### config.mk
export PLATFORM = sky130hd
export DESIGN_NAME = pid_position_incremental
export DESIGN_NICKNAME = d
export VERILOG_FILES = /design/src/rtl/core/pidpi_pkg.sv /design/src/rtl/core/pid_position_incremental.sv
export SDC_FILE = /design/constraint.sdc
export NUM_CORES = 2
export LEC_CHECK = 0
export ABC_CLOCK_PERIOD_IN_PS = 9200
export BUFFER_PORTS_ARGS = -buffer_cell sky130_fd_sc_hd__buf_2
export CAP_MARGIN = 10
export CORE_ASPECT_RATIO = 1.2
export CORE_MARGIN = 2
export CORE_UTILIZATION = 50
export CTS_BUF_LIST = sky130_fd_sc_hd__clkbuf_4
export CTS_CLUSTER_DIAMETER = 120
export DETAILED_ROUTE_END_ITERATION = 8
export PLACE_DENSITY = 0.71
export SYNTH_ARGS = -nofsm -noshare
export SYNTH_HDL_FRONTEND = slang
export SYNTH_SLANG_ARGS = --single-unit
export TNS_END_PERCENT = 100
### constraint.sdc
create_clock -name clk -period 9.2 [get_ports clk]
set_input_delay 0.46 -clock clk [delete_from_list [all_inputs] [get_ports clk]]
set_output_delay 0.46 -clock clk [all_outputs]
set_load 0.02 [all_outputs]
### src/rtl/core/pidpi_pkg.sv
// Package for the positional/incremental PID controller.
// Holds the control word layout, the microcode ROM and the fixed-point helpers.
// Depends on nothing; used by pid_position_incremental.
`default_nettype none

package pidpi_pkg;

  // Register indexes on the configuration port (byte address / 4)
  localparam logic [2:0] REG_MODE  = 3'd0;
  localparam logic [2:0] REG_GAINP = 3'd1;
  localparam logic [2:0] REG_GAINI = 3'd2;
  localparam logic [2:0] REG_GAIND = 3'd3;
  localparam logic [2:0] REG_ALPHA = 3'd4;

  // 0.92 and 1.08 in unsigned Q2.16, integral limit of +-1000.0 in Q.4
  localparam logic [17:0] K092 = 18'd60293;
  localparam logic [17:0] K108 = 18'd70779;
  localparam logic signed [16:0] INT_LIMIT = 17'sd16000;

  localparam int PcW = 4;

  typedef enum logic [2:0] {
    A_W, A_ALPHA, A_TMP, A_K092, A_K108, A_GP, A_GI, A_GD
  } a_sel_t;

  typedef enum logic [2:0] {
    B_GD, B_DF, B_DIF, B_E, B_INT, B_EN, B_EP
  } b_sel_t;

  typedef enum logic [1:0] {
    ACC_HOLD, ACC_LOAD, ACC_ADD
  } acc_op_t;

  typedef enum logic [1:0] {
    DIF_HOLD, DIF_E_EP, DIF_N_L, DIF_2ND
  } dif_op_t;

  typedef enum logic [2:0] {
    HIST_NONE, HIST_POS_IN, HIST_POS_SHIFT, HIST_EP2, HIST_EP, HIST_EN
  } hist_op_t;

  typedef enum logic [1:0] {
    OUT_NONE, OUT_ACC_PROD, OUT_ACC_DF
  } out_op_t;

  typedef enum logic [1:0] {
    FLOW_NEXT, FLOW_BRANCH, FLOW_DONE
  } flow_t;

  typedef struct packed {
    a_sel_t         a_sel;
    b_sel_t         b_sel;
    logic           tmp_we;
    acc_op_t        acc_op;
    dif_op_t        dif_op;
    hist_op_t       hist_op;
    logic           df_we;
    out_op_t        out_op;
    flow_t          flow;
    logic [PcW-1:0] target;
  } uop_t;

  localparam logic [PcW-1:0] PC_INCR = 4'd8;

  // Microcode: step 0 dispatches on mode, positional runs 1..7, incremental 8..14.
  // Every multiply lands in the product register and is consumed one step later.
  function automatic uop_t uop_rom(input logic [PcW-1:0] pc);
    uop_t u;
    u = '{a_sel: A_K092, b_sel: B_EP, tmp_we: 1'b0, acc_op: ACC_HOLD,
          dif_op: DIF_HOLD, hist_op: HIST_NONE, df_we: 1'b0, out_op: OUT_NONE,
          flow: FLOW_NEXT, target: '0};
    unique case (pc)
      4'd0: begin
        u.a_sel = A_K092; u.b_sel = B_EP; u.flow = FLOW_BRANCH; u.target = PC_INCR;
      end
      4'd1: begin
        u.a_sel = A_W; u.b_sel = B_GD; u.hist_op = HIST_POS_IN; u.dif_op = DIF_E_EP;
      end
      4'd2: begin
        u.tmp_we = 1'b1; u.a_sel = A_ALPHA; u.b_sel = B_DF;
      end
      4'd3: begin
        u.acc_op = ACC_LOAD; u.a_sel = A_TMP; u.b_sel = B_DIF;
      end
      4'd4: begin
        u.acc_op = ACC_ADD; u.a_sel = A_GP; u.b_sel = B_E;
      end
      4'd5: begin
        u.df_we = 1'b1; u.acc_op = ACC_LOAD; u.a_sel = A_GI; u.b_sel = B_INT;
        u.hist_op = HIST_POS_SHIFT;
      end
      4'd6: begin
        u.acc_op = ACC_ADD;
      end
      4'd7: begin
        u.out_op = OUT_ACC_DF; u.flow = FLOW_DONE;
      end
      4'd8: begin
        u.hist_op = HIST_EP2; u.a_sel = A_K092; u.b_sel = B_EN;
      end
      4'd9: begin
        u.hist_op = HIST_EP; u.a_sel = A_K108; u.b_sel = B_E;
      end
      4'd10: begin
        u.hist_op = HIST_EN;
      end
      4'd11: begin
        u.dif_op = DIF_N_L; u.a_sel = A_GI; u.b_sel = B_EN;
      end
      4'd12: begin
        u.acc_op = ACC_LOAD; u.dif_op = DIF_2ND; u.a_sel = A_GP; u.b_sel = B_DIF;
      end
      4'd13: begin
        u.acc_op = ACC_ADD; u.a_sel = A_GD; u.b_sel = B_DIF;
      end
      4'd14: begin
        u.out_op = OUT_ACC_PROD; u.flow = FLOW_DONE;
      end
      default: begin
        u.flow = FLOW_DONE;
      end
    endcase
    return u;
  endfunction

  // Clip a wide signed value to the 32-bit range
  function automatic logic [31:0] sat32(input logic signed [55:0] x);
    logic [31:0] r;
    if (x > 56'sh7FFF_FFFF) begin
      r = 32'h7FFF_FFFF;
    end else if (x < -56'sh8000_0000) begin
      r = 32'h8000_0000;
    end else begin
      r = x[31:0];
    end
    return r;
  endfunction

endpackage

`default_nettype wire

### src/rtl/core/pid_position_incremental.sv
// PID controller, positional or incremental, run by a microcoded sequencer.
// Uses pidpi_pkg for the control word, microcode ROM and saturation helper.
// Fixed-point datapath with one shared 33x32 multiplier.
//
// Usage:
//   in_* channel: one request per control tick, in_tdata = error_sample (Q11.4).
//   out_* channel: one request per input, out_tdata = drive_value (Q12).
//   cfg_* port: APB writes to mode (0x00), gain_p (0x04), gain_i (0x08),
//   gain_d (0x0C) and deriv_alpha (0x10); change them only while idle.
// Sequencing: each request runs 8 microcode steps (a dispatch step plus seven
//   steps of the chosen mode), set by the single multiplier that every
//   product goes through. The result is written to the output register on
//   the final step; one request is in flight at a time, so a new input is
//   taken only once the previous request has finished its final step.
// in_tready is high whenever the sequencer is idle, also while a finished
//   result still waits in the output register.
// Stall: if the receiver holds out_tready low, the sequencer waits on its
//   final step until the output register frees up.
// Reset: rst_n (synchronous) clears registers, error history, integral and
//   filtered derivative; the block then takes input at once.
`default_nettype none

module pid_position_incremental (
  input  wire logic        clk,
  input  wire logic        rst_n,
  input  wire logic        in_tvalid,
  output logic             in_tready,
  input  wire logic [15:0] in_tdata,     // [15:0] error_sample
  output logic             out_tvalid,
  input  wire logic        out_tready,
  output logic [31:0]      out_tdata,    // [31:0] drive_value
  input  wire logic        cfg_psel,
  input  wire logic        cfg_penable,
  input  wire logic        cfg_pwrite,
  input  wire logic [4:0]  cfg_paddr,
  input  wire logic [31:0] cfg_pwdata,
  output logic [31:0]      cfg_prdata,
  output logic             cfg_pready
);

  // configuration
  logic               mode_r;
  logic signed [15:0] gain_p_r, gain_i_r, gain_d_r;
  logic [15:0]        alpha_r;

  // sequencer
  logic                         busy_r;
  logic [pidpi_pkg::PcW-1:0]    pc_r;
  pidpi_pkg::uop_t              uop;
  logic                         advance;

  // datapath
  logic signed [15:0] e_r;
  logic signed [19:0] en_r, ep_r, ep2_r;
  logic signed [15:0] int_r;
  logic signed [31:0] df_r;
  logic signed [32:0] tmp_r;
  logic signed [21:0] dif_r;
  logic signed [55:0] prod_r, acc_r;
  logic [31:0]        out_data_r;
  logic               out_valid_r;

  logic signed [32:0] a_op;
  logic signed [31:0] b_op;
  logic signed [64:0] mul;
  logic [16:0]        w_alpha;
  logic signed [16:0] isum, iclamp;
  logic signed [55:0] prod_rnd, acc_rnd, out_sum;
  logic signed [19:0] hist_rnd;
  logic signed [39:0] df_rnd;
  logic               cfg_wr;
  logic [2:0]         cfg_idx;

  assign cfg_pready = 1'b1;
  assign cfg_wr     = cfg_psel & cfg_penable & cfg_pwrite;
  assign cfg_idx    = cfg_paddr[4:2];

  always_ff @(posedge clk) begin
    if (!rst_n) begin
      mode_r   <= 1'b0;
      gain_p_r <= '0;
      gain_i_r <= '0;
      gain_d_r <= '0;
      alpha_r  <= '0;
    end else if (cfg_wr) begin
      unique case (cfg_idx)
        pidpi_pkg::REG_MODE:  mode_r   <= cfg_pwdata[0];
        pidpi_pkg::REG_GAINP: gain_p_r <= cfg_pwdata[15:0];
        pidpi_pkg::REG_GAINI: gain_i_r <= cfg_pwdata[15:0];
        pidpi_pkg::REG_GAIND: gain_d_r <= cfg_pwdata[15:0];
        pidpi_pkg::REG_ALPHA: alpha_r  <= cfg_pwdata[15:0];
        default: ;  // drop writes beyond the register list
      endcase
    end
  end

  always_comb begin
    unique case (cfg_idx)
      pidpi_pkg::REG_MODE:  cfg_prdata = {31'd0, mode_r};
      pidpi_pkg::REG_GAINP: cfg_prdata = {16'd0, gain_p_r};
      pidpi_pkg::REG_GAINI: cfg_prdata = {16'd0, gain_i_r};
      pidpi_pkg::REG_GAIND: cfg_prdata = {16'd0, gain_d_r};
      pidpi_pkg::REG_ALPHA: cfg_prdata = {16'd0, alpha_r};
      default:              cfg_prdata = '0;
    endcase
  end

  // ---------------- sequencer ----------------
  assign uop       = pidpi_pkg::uop_rom(pc_r);
  assign in_tready = !busy_r;
  // hold the final step while the output register is still full
  assign advance   = busy_r && !(uop.flow == pidpi_pkg::FLOW_DONE
                                 && out_valid_r && !out_tready);

  always_ff @(posedge clk) begin
    if (!rst_n) begin
      busy_r      <= 1'b0;
      pc_r        <= '0;
      out_valid_r <= 1'b0;
    end else begin
      if (out_valid_r && out_tready) begin
        out_valid_r <= 1'b0;
      end
      if (in_tvalid && in_tready) begin
        busy_r <= 1'b1;
        pc_r   <= '0;
      end else if (advance) begin
        unique case (uop.flow)
          pidpi_pkg::FLOW_NEXT:   pc_r <= pc_r + 1'b1;
          pidpi_pkg::FLOW_BRANCH: pc_r <= mode_r ? uop.target : pc_r + 1'b1;
          pidpi_pkg::FLOW_DONE: begin
            pc_r        <= '0;
            busy_r      <= 1'b0;
            out_valid_r <= 1'b1;
          end
          default: pc_r <= '0;
        endcase
      end
    end
  end

  // ---------------- datapath ----------------
  assign w_alpha = 17'h1_0000 - {1'b0, alpha_r};

  always_comb begin
    unique case (uop.a_sel)
      pidpi_pkg::A_W:     a_op = $signed({16'd0, w_alpha});
      pidpi_pkg::A_ALPHA: a_op = $signed({17'd0, alpha_r});
      pidpi_pkg::A_TMP:   a_op = tmp_r;
      pidpi_pkg::A_K092:  a_op = $signed({15'd0, pidpi_pkg::K092});
      pidpi_pkg::A_K108:  a_op = $signed({15'd0, pidpi_pkg::K108});
      pidpi_pkg::A_GP:    a_op = 33'(gain_p_r);
      pidpi_pkg::A_GI:    a_op = 33'(gain_i_r);
      pidpi_pkg::A_GD:    a_op = 33'(gain_d_r);
      default:            a_op = '0;
    endcase
    unique case (uop.b_sel)
      pidpi_pkg::B_GD:  b_op = 32'(gain_d_r);
      pidpi_pkg::B_DF:  b_op = df_r;
      pidpi_pkg::B_DIF: b_op = 32'(dif_r);
      pidpi_pkg::B_E:   b_op = 32'(e_r);
      pidpi_pkg::B_INT: b_op = 32'(int_r);
      pidpi_pkg::B_EN:  b_op = 32'(en_r);
      pidpi_pkg::B_EP:  b_op = 32'(ep_r);
      default:          b_op = '0;
    endcase
  end

  assign mul = a_op * b_op;

  // round half up after the 2^-16 rescale
  assign prod_rnd = prod_r + 56'sd32768;
  assign hist_rnd = prod_rnd[35:16];
  assign acc_rnd  = acc_r + 56'sd32768;
  assign df_rnd   = acc_rnd[55:16];

  assign isum   = 17'(int_r) + 17'(e_r);
  always_comb begin
    if (isum > pidpi_pkg::INT_LIMIT) begin
      iclamp = pidpi_pkg::INT_LIMIT;
    end else if (isum < -pidpi_pkg::INT_LIMIT) begin
      iclamp = -pidpi_pkg::INT_LIMIT;
    end else begin
      iclamp = isum;
    end
  end

  assign out_sum = acc_r + ((uop.out_op == pidpi_pkg::OUT_ACC_DF) ? 56'(df_r) : prod_r);

  always_ff @(posedge clk) begin
    if (in_tvalid && in_tready) begin
      e_r <= in_tdata;
    end
    if (advance) begin
      prod_r <= mul[55:0];
      if (uop.tmp_we) begin
        tmp_r <= prod_r[32:0];
      end
      unique case (uop.acc_op)
        pidpi_pkg::ACC_LOAD: acc_r <= prod_r;
        pidpi_pkg::ACC_ADD:  acc_r <= acc_r + prod_r;
        default: ;
      endcase
      unique case (uop.dif_op)
        pidpi_pkg::DIF_E_EP: dif_r <= 22'(e_r) - 22'(ep_r);
        pidpi_pkg::DIF_N_L:  dif_r <= 22'(en_r) - 22'(ep_r);
        pidpi_pkg::DIF_2ND:  dif_r <= 22'(en_r) - (22'(ep_r) <<< 1) + 22'(ep2_r);
        default: ;
      endcase
      if (uop.out_op != pidpi_pkg::OUT_NONE) begin
        out_data_r <= pidpi_pkg::sat32(out_sum);
      end
    end
  end

  // history, integral and filtered derivative carry state across items, so they reset
  always_ff @(posedge clk) begin
    if (!rst_n) begin
      en_r  <= '0;
      ep_r  <= '0;
      ep2_r <= '0;
      int_r <= '0;
      df_r  <= '0;
    end else if (advance) begin
      if (uop.df_we) begin
        df_r <= pidpi_pkg::sat32(56'(df_rnd));
      end
      unique case (uop.hist_op)
        pidpi_pkg::HIST_POS_IN: begin
          en_r  <= 20'(e_r);
          int_r <= iclamp[15:0];
        end
        pidpi_pkg::HIST_POS_SHIFT: ep_r  <= en_r;
        pidpi_pkg::HIST_EP2:       ep2_r <= hist_rnd;
        pidpi_pkg::HIST_EP:        ep_r  <= hist_rnd;
        pidpi_pkg::HIST_EN:        en_r  <= hist_rnd;
        default: ;
      endcase
    end
  end

  assign out_tvalid = out_valid_r;
  assign out_tdata  = out_data_r;

`ifndef ASSERT_OFF
  a_int_bounded: assert property (@(posedge clk) disable iff (!rst_n)
    (int_r <= 16'sd16000) && (int_r >= -16'sd16000))
    else $error("integral outside clamp range");

  a_accept_starts: assert property (@(posedge clk) disable iff (!rst_n)
    (in_tvalid && in_tready) |=> (busy_r && pc_r == '0))
    else $error("accepted request did not start at step zero");

  a_out_from_done: assert property (@(posedge clk) disable iff (!rst_n)
    $rose(out_valid_r) |-> $past(busy_r && uop.flow == pidpi_pkg::FLOW_DONE))
    else $error("result appeared without a final step");

  a_idle_pc: assert property (@(posedge clk) disable iff (!rst_n)
    !busy_r |-> (pc_r == '0))
    else $error("step counter moved while idle");

  a_no_overwrite: assert property (@(posedge clk) disable iff (!rst_n)
    (out_valid_r && !out_tready) |=> (out_valid_r && $stable(out_data_r)))
    else $error("waiting result overwritten");
`endif

endmodule

`default_nettype wire

* Yosys cells after proc, flatten, opt, wreduce, memory -nomap -nowiden
Cells that the tools add are included.
** Storage, ports and cells
- Bits in registers :: 394
- Output and inout bits :: 67
- Word-level logic and storage cells :: 154
** Operators by class
- Add/subtract/negate cells :: 11
- Multiply operators :: 1
- $lt $le $gt $ge :: 6
- Equal/unequal tests :: 44
- Mux-type cells :: 31
- Bitwise operators :: 3
- Reduce and logical (&&, ||, !) cells :: 39
** Operators by type and width (number)
- 33-bit one-hot mux with 8 select lines :: 1
- 32-bit one-hot mux with 7 select lines :: 1
- 56-bit adder :: 2
- 56-bit one-hot mux with 2 select lines :: 1
- 32-bit two-way mux :: 3
- 16-bit one-hot mux with 5 select lines :: 1
- 20-bit one-hot mux with 2 select lines :: 2
- 22-bit one-hot mux with 3 select lines :: 1
- 6-bit one-hot mux with 10 select lines :: 1
- 56-bit by 17-bit adder with 56-bit output, second input constant :: 1
- 56-bit by 32-bit greater-than comparator with 1-bit output, second input constant :: 1
- 56-bit by 32-bit < comparator with 1-bit output, second input constant :: 1
- 33-bit by 32-bit multiplier with 56-bit output :: 1
- 56-bit two-way mux :: 1
- 40-bit by 32-bit greater-than comparator with 1-bit output, second input constant :: 1
- 40-bit by 32-bit < comparator with 1-bit output, second input constant :: 1
- 36-bit by 17-bit adder with 36-bit output, second input constant :: 1
- 16-bit two-way mux :: 2
- 3-bit equality test, second input constant :: 10
- 2-bit AND reduction :: 15
- 4-bit equality test, second input constant :: 7
- 3-bit by 2-bit equality test with 1-bit output, second input constant :: 8
- 22-bit by 20-bit adder with 22-bit output :: 1
- 20-bit by 21-bit subtractor with 22-bit output :: 1
- 31 further kinds :: 70

* Depth between registers and ports, before layout
- Word-level depth :: 10
- Depth in mapped cells :: 42

* Least setup slack after synthesis
OpenSTA, ideal clock, no wires.
- Path kind :: reg-to-reg
- From :: reg pc_r[1] (netlist bit)
- To :: reg prod_r[54] (data pin)
- Arrival time :: 9883 ps
- Required time :: 8942 ps
- Setup slack :: -941 ps
- Cell stages (with the launch flop) :: 43
- Cell sequence :: dfxtp_1 > inv_1 > ha_1 > clkbuf_1 > o21ai_0 > nor2_1 > a31oi_1 > and2_1 > clkbuf_1 > nand2_1 > and2_1 > clkbuf_1 > buf_1 > a22oi_1 > clkbuf_1 > nand2_1 > fa_1 > inv_1 > [7 not listed] > inv_1 > fa_1 > fa_1 > fa_1 > ha_1 > inv_1 > o21bai_1 > a21o_1 > a21oi_1 > o22ai_1 > o311ai_0 > nand3_1 > a31oi_1 > nand3b_1 > nor2_1 > or4_1 > a31oi_1 > xnor2_1
** Between the ends
- Longest elaborated chain between the ends :: 5
- Elaborated cells between the ends (all ways) :: 29
- Classes of those cells :: mul (1); eq/ne (23); mux (3); reduce/logical (2)
** RTL lines
- start: declaration :: RTL line pid_position_incremental.sv:48 : logic [pidpi_pkg::PcW-1:0] pc_r;
- start signal: assignment :: RTL line pid_position_incremental.sv:129 : pidpi_pkg::FLOW_NEXT: pc_r <= pc_r + 1'b1;
- start signal: assignment :: RTL line pid_position_incremental.sv:130 : pidpi_pkg::FLOW_BRANCH: pc_r <= mode_r ? uop.target : pc_r + 1'b1;
- 4-bit equality test (tied with other cells) :: RTL line pidpi_pkg.sv:72 : unique case (pc)
- 6-bit one-hot mux with 10 select lines (*) :: RTL line pidpi_pkg.sv:72
- 3-bit equality test (tied with other cells) :: RTL line pid_position_incremental.sv:146 : unique case (uop.a_sel)
- 33-bit one-hot mux with 8 select lines or 32-bit one-hot mux with 7 select lines (tied branches) :: RTL line pid_position_incremental.sv:146, pid_position_incremental.sv:157
- 33-bit by 32-bit multiplier with 56-bit output (*) :: RTL line pid_position_incremental.sv:169 : assign mul = a_op * b_op;
- net mul[54] :: RTL line pid_position_incremental.sv:65 : logic signed [64:0] mul;
- end signal: assignment :: RTL line pid_position_incremental.sv:195 : prod_r <= mul[55:0];
- end: declaration :: RTL line pid_position_incremental.sv:59 : logic signed [55:0] prod_r, acc_r;
The timed path passes the listed nets; every way through them passes the cells marked *.
A chain may end at the register's enable or synchronous reset.

* Worst setup path after layout
- From :: reg pc_r[0] (netlist bit)
- To :: reg prod_r[55] (data pin)
The elaborated chain is that of the path after synthesis.

==> impl_metrics.yaml <==
timing:
  finalSetupTns_ns: -2.87
  finalCritPeriodShare: 1.06
  maxSlewViolCount: 0
  hold_slack_ns: 0.177
  worst_pin_slew_ns: 1.17
  rsz0062_at_grt: "true"
  max_freq_ghz: 0.102
  setup_viol: 10
  slew_headroom: 0.220
  fin_crit_ns: 9.77
  hold_viol_final: 0
  skew_ns: 0.150
  fin_ws_ns: -0.573
grt:
  met1_usage: 0.379
  grt_usage: 0.338
  grt_pass1_vias: 55875
  grt_pass1_wl_um: 324000
  gr-max-usage-layer: "met2"
  grt_antenna_before_repair: 4
  grt_max_degree: 104
  overflow: 0
  use_met3: 0.0504
  globalRouteMet2Util: 0.563
critical_path:
  max_stage_delay_ns: 0.61
  path_class: "reg -> reg"
  cp_max_fo: 15
  r2r_cells: 39
  crit_slowest_cell: "fa_2"
  cp_data_arrival_time_ns: 10.47
  start_kind: "register"
  cp-end-kind: "register"
  cp.required_ns: 9.89
status:
  violations: "DRC, setup timing"
  outcome: "finished with violations"
clock_network:
  clkLatencyLatePin_ns: 1.04
  cts_buffer_depth: 3
  htreeDepth: 3
  cts.sinks: 394
  clockRootBuffer: "clkbuf_4"
  clkTransAtPathRegs_ns: 0.07
  numCtsBuffers: 105
  cts_tree: "built"
yosys:
  synthCells: 6964
  ys_types: 102
  synth-seq-cells: 394
  synth_area_sq_um: 61800
  netlist.area_leader.share: 0.331
  synthArstFlopShare: 0
  yosys_warnings: 0
  syn_avg_cell_area_sq_um: 8.87
  synth-edff-count: 215
  synth_ff_type: "edfxtp_1"
  synth_area_leaders: "fa_1 33%, edfxtp_1 10%, ha_1 7.5%"
  ys_seq_area_frac: 0.162
  yosysTopAreaCell: "fa_1"
power_and_ir_drop:
  pwr_density_cell_nw_per_um2: 64.8
  pwr-share-clk: 0.357
  leakagePower_nw: 33.8
  pwr-share-seq: 0.412
  power_w: 0.00471
  p_comb_frac: 0.231
  swShare: 0.324
  switchingPower_w: 0.00153
  vdd_drop_max_mv: 0.0934
  internal_power_w: 0.00318
die:
  core_sq_um: 123000
  die_x_um: 325
  die_area_sq_um: 126000
  fp.dieH_um: 389
  initial_core_util: 0.503
  io-pin-count: 127
  num_rows: 141
routing:
  routed_via_density: 5.72
  ant_nets: 0
  wl_per_cell_um: 22.7
  drt_iter0_markers: 4625
  wirelength_um: 212000
  drc: 23
  dr_total_vias: 53520
  dr.pass1.iters: 9
placement:
  portBuffers: 91
  gp_congestion: 1.01
  dp.cells: 9073
  dpl_cell_area_sq_um: 69800
  hpwl_um: 173000
layout:
  finalInstanceArea_sq_um: 72700
  layout_common_cells: "1172 x inv_1, 1055 x nand2_1, 997 x fa_1"
  final_nets: 9072
  drive_above_1_share: 0.175
  layout_commonest_cell: "inv_1"
  area_growth_syn_to_layout_pct: 17.7
  layout.cells.non_filler: 9355
job:
  drv_cap: 0
min_path:
  hp-class: "in -> reg"
  holdPathStages: 5
-- through the flow --
step                setup slack, ns  utilization
detailed placement           -0.845        0.568
finish                       -0.573        0.592
floorplan                  -0.00806            -
global placement             -0.821        0.568
global route                 -0.777        0.592
CTS                          -0.394        0.588
-- timing repair --
action / CTS / global route
endpoints found under the setup margin: 20 / 21
gates cloned: 2 / 0
gates resized for setup: 85 / 93
pin swaps: 41 / 49
hold endpoints to repair: 87 / 0
setup buffers: 24 / 22
hold buffers: 35 / 0
-- layer usage --
layer,vias to the layer above,wire length (um)
li1,23752,-
met1,26261,73900
met2,2583,101000
met3,924,14900
met4,0,22500
met5,-,0
-- power by group through the flow --
stage	combinational (W)	clock, W	sequential [W]
floorplan	0.000637	0	0.00195
global placement	0.00101	0	0.00198
detailed placement	0.00102	0	0.00198
CTS	0.00106	0.00171	0.00194
global route	0.00116	0.00180	0.00194
finish	0.00109	0.00168	0.00194
-- cells in the mapped netlist, drive strengths merged (35+ instances only) --
| cell | count |
|---|---|
| a211oi | 53 |
| a21boi | 81 |
| a21o | 129 |
| a21oi | 298 |
| a22oi | 44 |
| and2 | 42 |
| and3 | 43 |
| buf | 40 |
| clkbuf | 289 |
| dfxtp | 179 |
| edfxtp | 215 |
| fa | 1023 |
| ha | 371 |
| inv | 1186 |
| mux2 | 89 |
| nand2 | 1066 |
| nand2b | 38 |
| nand3 | 97 |
| nand4 | 39 |
| nor2 | 553 |
| nor2b | 73 |
| nor3 | 57 |
| o21ai | 188 |
| o21bai | 35 |
| xnor2 | 202 |
| xor2 | 103 |
-- kinds of logic (layout without fill, tap and decap cells) --
family / count (synthesis) / after routing / share of synthesized area
buffers and inverters: 1520 / 2248 / 0.0960
other: 2 / 21 / 0.000122
muxes: 101 / 101 / 0.0182
and+or+nand+nor: 2094 / 2094 / 0.145
DFF: 394 / 394 / 0.162
AOI/OAI and AO/OA: 1154 / 1154 / 0.128
adders and majority gates: 1394 / 1394 / 0.407
xor gates and xnor gates: 305 / 305 / 0.0432
-- final timing paths --
check	start	end	slack [ns]
max	pc_r[0]$_SDFFE_PP0P_	prod_r[55]$_DFFE_PP_	-0.57
max reg2reg	pc_r[0]$_SDFFE_PP0P_	prod_r[55]$_DFFE_PP_	-0.57
min reg2reg	gain_i_r[4]$_SDFFE_PN0P_	gain_i_r[4]$_SDFFE_PN0P_	0.49
min	cfg_penable	alpha_r[0]$_SDFFE_PN0P_	0.18
-- registers in the layout, summed over array words and instances, names as in the netlist --
name,count
en_r,20
ep2_r,20
out_tvalid,1
pc_r,4
acc_r,56
prod_r,56
mode_r,1
dif_r,22
gain_d_r,16
int_r,16
tmp_r,33
e_r,16
gain_p_r,16
out_tdata,32
busy_r,1
alpha_r,16
df_r,32
ep_r,20
gain_i_r,16
-- critical path: cells and delay by family, from the launching register on --
family,cells,cell delay [ns]
xor gates and xnor gates,1,0.12
DFF,1,0.36
buffers and inverters,12,1.73
adders and majority gates,10,4.35
and+or+nand+nor,6,0.99
AOI/OAI and AO/OA,10,2.02
-- area by class of cell --
type                            count  area [sq um]
Sequential cell                   394         10000
Inverter                         1187          4460
Antenna cell                        4          10.0
Timing Repair Buffer              865          7690
Multi-Input combinational cell   5065         47000
Fill cell                       10756         50100
Clock inverter                     39           236
Clock buffer                      157          1180
Tap cell                         1644          2060
No activity file was read; power rests on OpenSTA's default activity.
